File: config.mk
export PLATFORM = sky130hd
export DESIGN_NAME = svfpt_track
export DESIGN_NICKNAME = d
export VERILOG_FILES = /design/src/design/svfpt_pkg.sv /design/src/design/svfpt_track.sv
export VERILOG_INCLUDE_DIRS = /design/src /design/src/design
export SDC_FILE = /design/constraint.sdc
export NUM_CORES = 1
export LEC_CHECK = 0
export ABC_AREA = 1
export ABC_CLOCK_PERIOD_IN_PS = 17600
export BUFFER_PORTS_ARGS = -buffer_cell sky130_fd_sc_hd__buf_2
export CORE_ASPECT_RATIO = 0.75
export CORE_MARGIN = 5
export CORE_UTILIZATION = 55
export CTS_CLUSTER_SIZE = 40
export DETAILED_ROUTE_END_ITERATION = 7
export PLACE_DENSITY = 0.77
export SKIP_LAST_GASP = 1
export SYNTH_ARGS = -nofsm -noshare
export SYNTH_HDL_FRONTEND = slang
export SYNTH_SLANG_ARGS = --single-unit
File: constraint.sdc
create_clock -name clk_i -period 17.6 [get_ports clk_i]
set_input_delay 3.52 -clock clk_i [delete_from_list [all_inputs] [get_ports clk_i]]
set_output_delay 3.52 -clock clk_i [all_outputs]
set_load 0.005 [all_outputs]
File: src/design/assert_macros.svh
// Assertion shorthands; clk_i and rst_ni come from the module that uses them.
`ifndef ASSERT_MACROS_SVH
`define ASSERT_MACROS_SVH

// same-cycle implication
`define SVFPT_ASSERT_IMPL(lbl, ante, cons, msg) \
  lbl: assert property (@(posedge clk_i) disable iff (!rst_ni) (ante) |-> (cons)) \
    else $error(msg);

// next-cycle implication
`define SVFPT_ASSERT_NEXT(lbl, ante, cons, msg) \
  lbl: assert property (@(posedge clk_i) disable iff (!rst_ni) (ante) |=> (cons)) \
    else $error(msg);

`endif

File: src/design/svfpt_pkg.sv
package svfpt_pkg;

  localparam int unsigned FramePeriodDef = 10;
  localparam int unsigned Slots          = 2;
  localparam logic [15:0] AgeCap         = 16'hFFFF;
  localparam logic [31:0] NoFrame        = 32'hFFFF_FFFF;

  localparam logic [3:0]  QueryPhaseRst  = 4'd4;
  localparam logic [15:0] StaleLimitRst  = 16'd250;

  localparam int unsigned CfgIdxW  = 2;
  localparam int unsigned CfgDataW = 16;

  typedef enum logic [CfgIdxW-1:0] {
    CfgQueryPhase = 2'd0,
    CfgStaleLimit = 2'd1
  } cfg_idx_e;

  typedef struct packed {
    logic [31:0] now_ms;
    logic [7:0]  servo_id_0;
    logic [7:0]  servo_id_1;
    logic        poll_en;
    logic [31:0] event_sequence;
    logic [7:0]  event_servo_id;
    logic        event_ok;
    logic [15:0] event_position_us;
    logic [31:0] event_time_ms;
    logic        bus_idle;
  } in_t;

  typedef struct packed {
    logic        query_issue;
    logic [7:0]  query_servo_id;
    logic [15:0] position_slot0;
    logic [15:0] age_slot0;
    logic [15:0] count_slot0;
    logic [15:0] position_slot1;
    logic [15:0] age_slot1;
    logic [15:0] count_slot1;
    logic [1:0]  fresh_mask;
    logic [31:0] busy_misses;
  } out_t;

endpackage

File: src/design/svfpt_track.sv
`include "assert_macros.svh"

// Slot tracking, event capture, query scheduling and the result register.
module svfpt_track #(
  parameter int unsigned FrameP = svfpt_pkg::FramePeriodDef
) (
  input  logic                      clk_i,
  input  logic                      rst_ni,
  input  logic                      valid_i,
  output logic                      ready_o,
  input  svfpt_pkg::in_t            item_i,
  input  logic [$clog2(FrameP)-1:0] phase_i,
  input  logic [31:0]               frame_start_i,
  input  logic [3:0]                qphase_i,
  input  logic [15:0]               stale_i,
  output logic                      valid_o,
  input  logic                      stall_i,
  output svfpt_pkg::out_t           res_o
);

  localparam int unsigned Sl = svfpt_pkg::Slots;

  logic            out_valid_q;
  svfpt_pkg::out_t res_d, res_q;
  logic            load;

  logic [7:0]  slot_id_q [Sl];
  logic [15:0] cnt_q     [Sl];
  logic [15:0] cnt_d     [Sl];
  logic [31:0] stime_q   [Sl];
  logic [31:0] stime_d   [Sl];
  logic [15:0] spos_q    [Sl];
  logic [15:0] spos_d    [Sl];
  logic [7:0]  ids       [Sl];
  logic [31:0] age       [Sl];
  logic [15:0] pos_r     [Sl];
  logic [15:0] age_r     [Sl];
  logic [15:0] cnt_r     [Sl];
  logic [Sl-1:0] have_q, have_d, ok_q, ok_d, chg, hit, fresh;
  logic          matched, new_evt, take;

  logic        started_q;
  logic [31:0] seen_q, seen_eff;
  logic [31:0] lfs_q, lfs_cur, lfs_d;
  logic [31:0] miss_q, miss_d;
  logic        nqs_q, nqs_d;
  logic        issue, miss_inc;
  logic [7:0]  qid;

  assign ready_o = !out_valid_q || !stall_i;
  assign load    = valid_i && ready_o;
  assign ids[0]  = item_i.servo_id_0;
  assign ids[1]  = item_i.servo_id_1;

  always_comb begin
    seen_eff = started_q ? seen_q : item_i.event_sequence;
    new_evt  = item_i.event_sequence != seen_eff;
    take     = 1'b0;
    matched  = 1'b0;
    hit      = '0;
    // first slot whose (new) id matches takes the event
    for (int s = 0; s < Sl; s++) begin
      chg[s] = slot_id_q[s] != ids[s];
      if (new_evt && !matched && ids[s] == item_i.event_servo_id) begin
        hit[s]  = 1'b1;
        matched = 1'b1;
      end
    end
    for (int s = 0; s < Sl; s++) begin
      take      = hit[s] && item_i.event_ok;
      have_d[s] = (have_q[s] && !chg[s]) || take;
      ok_d[s]   = hit[s] ? item_i.event_ok : (ok_q[s] && !chg[s]);
      cnt_d[s]  = (chg[s] ? 16'd0 : cnt_q[s]) + {15'd0, take};
      stime_d[s] = take ? item_i.event_time_ms : stime_q[s];
      spos_d[s]  = take ? item_i.event_position_us : spos_q[s];
      age[s]     = item_i.now_ms - stime_d[s];
      pos_r[s]   = have_d[s] ? spos_d[s] : 16'd0;
      cnt_r[s]   = have_d[s] ? cnt_d[s] : 16'd0;
      age_r[s]   = !have_d[s] ? 16'd0 :
                   (age[s] > {16'd0, svfpt_pkg::AgeCap}) ? svfpt_pkg::AgeCap : age[s][15:0];
      fresh[s]   = have_d[s] && ok_d[s] && (age[s] <= {16'd0, stale_i});
    end
  end

  always_comb begin
    lfs_cur  = started_q ? lfs_q : svfpt_pkg::NoFrame;
    lfs_d    = lfs_cur;
    nqs_d    = nqs_q;
    issue    = 1'b0;
    miss_inc = 1'b0;
    qid      = 8'd0;
    if (!item_i.poll_en) begin
      lfs_d = frame_start_i;
    end else if (32'(phase_i) >= {28'd0, qphase_i} && lfs_cur != frame_start_i) begin
      lfs_d = frame_start_i;
      nqs_d = !nqs_q;
      if (!item_i.bus_idle) begin
        miss_inc = 1'b1;
      end else begin
        issue = 1'b1;
        qid   = ids[nqs_q];
      end
    end
    miss_d = miss_q + {31'd0, miss_inc};

    res_d.query_issue    = issue;
    res_d.query_servo_id = qid;
    res_d.position_slot0 = pos_r[0];
    res_d.age_slot0      = age_r[0];
    res_d.count_slot0    = cnt_r[0];
    res_d.position_slot1 = pos_r[1];
    res_d.age_slot1      = age_r[1];
    res_d.count_slot1    = cnt_r[1];
    res_d.fresh_mask     = fresh;
    res_d.busy_misses    = miss_d;
  end

  always_ff @(posedge clk_i or negedge rst_ni) begin
    if (!rst_ni) begin
      out_valid_q <= 1'b0;
      started_q   <= 1'b0;
      seen_q      <= '0;
      lfs_q       <= svfpt_pkg::NoFrame;
      miss_q      <= '0;
      nqs_q       <= 1'b0;
      have_q      <= '0;
      ok_q        <= '0;
      for (int s = 0; s < Sl; s++) begin
        slot_id_q[s] <= '0;
        cnt_q[s]     <= '0;
      end
    end else begin
      out_valid_q <= load || (out_valid_q && stall_i);
      if (load) begin
        started_q <= 1'b1;
        // after any tick the seen sequence equals the tick's sequence
        seen_q    <= item_i.event_sequence;
        lfs_q     <= lfs_d;
        miss_q    <= miss_d;
        nqs_q     <= nqs_d;
        have_q    <= have_d;
        ok_q      <= ok_d;
        for (int s = 0; s < Sl; s++) begin
          slot_id_q[s] <= ids[s];
          cnt_q[s]     <= cnt_d[s];
        end
      end
    end
  end

  always_ff @(posedge clk_i) begin
    if (load) begin
      res_q <= res_d;
      for (int s = 0; s < Sl; s++) begin
        stime_q[s] <= stime_d[s];
        spos_q[s]  <= spos_d[s];
      end
    end
  end

  assign valid_o = out_valid_q;
  assign res_o   = res_q;

  `SVFPT_ASSERT_NEXT(a_miss_no_issue, load && miss_inc,
    !res_q.query_issue && res_q.busy_misses == $past(miss_q) + 32'd1,
    "busy miss must count once and issue nothing")
  `SVFPT_ASSERT_IMPL(a_fresh0_age, out_valid_q && res_q.fresh_mask[0],
    res_q.age_slot0 <= stale_i, "slot zero fresh beyond stale limit")
  `SVFPT_ASSERT_IMPL(a_fresh1_age, out_valid_q && res_q.fresh_mask[1],
    res_q.age_slot1 <= stale_i, "slot one fresh beyond stale limit")

endmodule
== Word level (Yosys, flattened, before mapping) ==
Memory sizes are Yosys's and may differ from the RTL's.
Cells that the tools add are included.
Widths: inputs -> output; s select.

* Bits in registers: 290
* Bits in writable memories: 96
* Logic and storage cells: 96
* Memories kept: 2

* Add/subtract/negate cells: 5
* $lt $le $gt $ge: 6
* Eq/ne operators: 6
* Multiplexer cells: 25
* Bitwise operators: 1
* Reduce and logical (&&, ||, !) cells: 29

{| class="wikitable"
|+ Memory list
! name !! words !! width !! rd ports !! clocked after Yosys merged registers in !! write ports !! RTL line !! RTL
|-
| stime_q || 2 || 32 || 2 || 0 || 2 || svfpt_track.sv:30 || <nowiki>logic [31:0] stime_q [Sl];</nowiki>
|-
| spos_q || 2 || 16 || 2 || 0 || 2 || svfpt_track.sv:32 || <nowiki>logic [15:0] spos_q [Sl];</nowiki>
|}

{| class="wikitable"
|+ Operator list
! kind !! count
|-
| $mux 32 || 6
|-
| $mux 16 || 6
|-
| $gt 32x16->1 const B || 2
|-
| $le 32x16->1 || 2
|-
| $ne 32x32->1 || 2
|-
| $sub 32x32->32 || 2
|-
| $add 16x1->16 || 2
|-
| $add 32x1->32 || 1
|-
| $mux 8 || 3
|-
| $eq 8x8->1 || 2
|-
| $logic_and 1x1->1 || 16
|-
| $ne 8x8->1 || 2
|-
| $mux 1 || 10
|-
| $logic_not 1->1 || 6
|-
| $reduce_and 3->1 || 2
|-
| $ge 4x4->1 || 1
|-
| $logic_or 1x1->1 || 4
|-
| $ge 2x2->1 const B || 1
|-
| $not 1->2 || 1
|-
| $reduce_and 2->1 || 1
|}

== Depth between registers and ports, before layout ==
* Depth after elaboration: 13
* Depth in mapped cells: 39
* Depth with buffers taken out: 37

== Worst setup path before layout ==
OpenSTA, ideal clock, no wires.

* Kind: in2reg
* From: input stall_i
* To: register res_q (netlist bit res_o[0]), enable pin
* Data arrival time: 10,912 ps
* Data required time: 16,909 ps
* Path slack: 5,997 ps
* Stages on the path: 6
* Cells stage by stage: nand2_1 > nand2_1 > inv_1 > clkbuf_1 > clkbuf_1 > clkbuf_1

* Longest elaborated chain between the ends: 3

{| class="wikitable"
|+ Ends and longest elaborated chain
! item !! RTL line !! RTL
|-
| from (decl) || svfpt_track.sv:17 || <nowiki>input logic stall_i,</nowiki>
|-
| $logic_not 1->1 || svfpt_track.sv:50 || <nowiki>assign ready_o = !out_valid_q || !stall_i;</nowiki>
|-
| $logic_or 1x1->1 || svfpt_track.sv:50 ||
|-
| $logic_and 1x1->1 || svfpt_track.sv:51 || <nowiki>assign load = valid_i && ready_o;</nowiki>
|-
| named net load || svfpt_track.sv:25 || <nowiki>logic load;</nowiki>
|-
| to (signal assigned) || svfpt_track.sv:153 || <nowiki>res_q <= res_d;</nowiki>
|-
| to (decl) || svfpt_track.sv:24 || <nowiki>svfpt_pkg::out_t res_d, res_q;</nowiki>
|}

The timed path passes the listed nets, and every way through them passes these cells.
A chain may end at the register's enable or synchronous reset.

==> flow_summary_export.csv <==
group,metric,value,unit
global_route,via_count_of_the_first_global_routing_pass,19269,
timing,final-max-slew-violation-count,0,
power_and_ir_drop,power_leakage,0.0123,µW
die,die-height,187,µm
timing,finalSetupTns,0,ns
yosys,mappedNetlistArea,23000,µm²
power_and_ir_drop,vdd.ir_drop.worst,0.0660,mV
power_and_ir_drop,internal-power,1720,µW
yosys,syn-instance-count,2745,
drt,wire_length_per_cell_after_detailed_routing,17.6,µm
drt,drt_iter0_markers,1877,
cells_and_area,mostFrequentLayoutCells,"nand2_1 (583), inv_1 (392), buf_2 (338)",
hold_path,min-delay-path-class,"flip-flop to flip-flop",
timing,setup_violations,0,
worst_setup_path,worst-endpoint-required,17.90,ns
timing,fin_crit_sh,52.0,%
cts,numCtsBuffers,40,
worst_setup_path,crit_path_top_delay_cell,"buf_4",
cts,post-cts-setup-buffers,0,
power_and_ir_drop,sequential_share_of_power,45.7,%
worst_setup_path,cp_data_arrival_time,9.45,ns
cells_and_area,fin_util,64.2,%
timing,grt_setup_unrepaired,"no",
cts,ctsRootBufferMaster,"clkbuf_16",
timing,final-hold-violation-count,0,
yosys,yosysWarnings,0,
timing,worst_slew_margin_rel,17.4,%
drt,num_vias,19947,
cts,clock-sinks,386,
cells_and_area,multi_input_area,10200,µm²
drt,antenna_violating_nets_post_route,0,
power_and_ir_drop,pwr-share-comb,19.8,%
timing,finalCriticalPeriod,9.15,ns
yosys,post_synth.cell_area_avg,8.37,µm²
global_route,largest_net_degree_at_the_start_of_global_routing,178,
cells_and_area,area.growth.synth_to_final,14.7,%
power_and_ir_drop,report.power.total,2460,µW
cts,post_cts.resized_instances,0,
yosys,synthesis.nets,3047,
worst_setup_path,max_stage_delay,0.44,ns
worst_setup_path,critical_path.most_common_cell,"nand2_1",
cells_and_area,mostFrequentLayoutCell,"nand2_1",
cts,cts_tree,"yes",
worst_setup_path,cp_max_fo,55,
yosys,synth_flop_cell,"edfxtp_1",
outcome,status,"finished, final reports clean",
global_route,grt_pass1_wl,102000,µm
cells_and_area,final_net_count,3349,
drt,detail_route.first_pass.iterations,5,
job,maxCapViolations,0,
cts,htree_levels,2,
power_and_ir_drop,share_clk_of_total_power,34.5,%
worst_setup_path,path_class,"primary input to flip-flop",
die,fp-row-count,64,
power_and_ir_drop,cellPowerDensity,93.2,nW/µm²
die,core_area,41100,µm²
yosys,synth_cell_type_count,59,
die,dieWidth,246,µm
power_and_ir_drop,power.net_switching,740,µW
drt,drc,0,
placement,gp_congestion,0.964,
yosys,synth-edff-count,235,
cells_and_area,area.sequential,10900,µm²
cells_and_area,final_layout_size_suffix_gt1_share,16.6,%
cts,cts_hold_repair.buffers,0,
cells_and_area,layout.filler_cells,3479,
cts,clk_pin_slew,0.06,ns
placement,detailedPlacementHpwl,48100,µm
cells_and_area,finished_layout_cells,3642,
yosys,async_flop_share,39.1,%
die,initial_core_util,56.0,%
cts,clockBufferDepth,3,
yosys,ys_seq_area_share,47.3,%
power_and_ir_drop,swShare,30.1,%
placement,place.port_buffers,339,
timing,fmax,0.109,GHz
timing,worst_pin_slew,1.24,ns
global_route,grt.total_usage,27.0,%
placement,place.detailed.instances,3566,
cts,worst_skew_pair.late_latency,0.56,ns
timing,timing.clock.skew,0.0216,ns
worst_setup_path,critical_path.endpoint_type,"flip-flop",
drt,via_per_inst,5.48,
global_route,global_route_overflow,0,
die,io_pins,340,
drt,routed_wl,64300,µm
die,dieArea,46000,µm²
global_route,initial_antenna_violation_count,5,
worst_setup_path,setup.worst_path.start_class,"primary input",
yosys,synth.ff_latch_count,386,
==> worst paths after layout <==
path	startpoint	to	slack [ns]	cells after the start
max	item_i[89]	res_o[33]	8.45	33
max reg2reg	started_q	res_o[100]	9.79	31
min reg2reg	lfs_q[21]	lfs_q[21]	0.48	2
min	lfs_q[21]	lfs_q[21]	0.48	2
max in group asynchronous	rst_ni	miss_q[1]	13.14	2
min in group asynchronous	rst_ni	seen_q[10]	3.04	1
==> stage by stage <==
step | hold WS (ns) | instance area, µm² | worst slack, ns
2_1_floorplan | 0.453 | 23000 | 6.00
3_3_place_gp | 0.468 | 25100 | 8.02
3_5_place_dp | 0.474 | 25100 | 8.05
4_1_cts | 0.483 | 26400 | 8.62
5_1_grt | 0.505 | 26400 | 7.94
6_report | 0.482 | 26400 | 8.45
==> registers in the layout, summed over array words and instances (netlist names) <==
| name | count |
|---|---|
| cnt_q | 32 |
| slot_id_q | 16 |
| started_q | 1 |
| miss_q | 32 |
| ok_q | 2 |
| lfs_q | 32 |
| res_o | 139 |
| spos_q | 32 |
| nqs_q | 1 |
| have_q | 2 |
| seen_q | 32 |
| stime_q | 64 |
| valid_o | 1 |
==> critical path: cells and delay by family <==
| family | cells | cell delay [ns] |
|---|---|---|
| fa+ha+maj | 3 | 0.98 |
| simple gates | 18 | 1.99 |
| xor+xnor | 2 | 0.64 |
| buf+inv | 5 | 1.10 |
| compound gates | 5 | 1.15 |
==> logic make-up (layout without fill, tap and decap cells) <==
logic type,after synthesis,in the layout,synth area share (%)
compound gates,475,475,11.1
xor+xnor,153,153,5.83
fa+ha+maj,103,103,5.67
buf+inv,487,821,8.32
flops,386,386,47.3
other cells,0,2,0
simple gates,1141,1141,21.8
==> area by class of cell <==
type                            instances  area share (%)
Antenna cell                            2          0.0190
Sequential cell                       386            41.2
Clock buffer                           52            4.16
Tap cell                              561            2.66
Multi-Input combinational cell       1872            38.7
Timing Repair Buffer                  348            6.71
Inverter                              399            5.71
Clock inverter                         22           0.754
==> synth_stat cells (all sizes together) (9+ instances only) <==
library cell  number  share of area, %
nand2            597               9.9
inv              398               6.5
o21ai            309               6.7
nor2             242               4.1
edfxtp           235                31
dfrtp            119                13
a21oi            118               2.7
nand3            113               2.6
ha               101               5.5
xor2              84               3.2
xnor2             69               2.6
clkbuf            64               1.0
nor3              62               1.4
nand4             47               1.4
and2              35              0.95
dfstp             32               3.7
buf               23              0.71
or2               17              0.46
nand3b            15              0.49
a211oi            13              0.42
nor4              13              0.38
o21a               9              0.29
==> layer usage <==
metal	track usage [%]	up-vias	share of wire, %
met3	4.40	101	7.4
met5	0	-	0.054
met2	42.3	730	46
met1	39.7	9498	45
met4	6.24	6	2.1
li1	-	9612	-
==> power groups by stage <==
stage	Combinational [µW]	Sequential [µW]	Clock, µW
2_1_floorplan	322	1130	0
3_3_place_gp	464	1130	0
3_5_place_dp	479	1140	0
4_1_cts	482	1120	860
5_1_grt	546	1130	899
6_report	486	1120	848
Note: power is estimated with default switching activity, not from simulation.
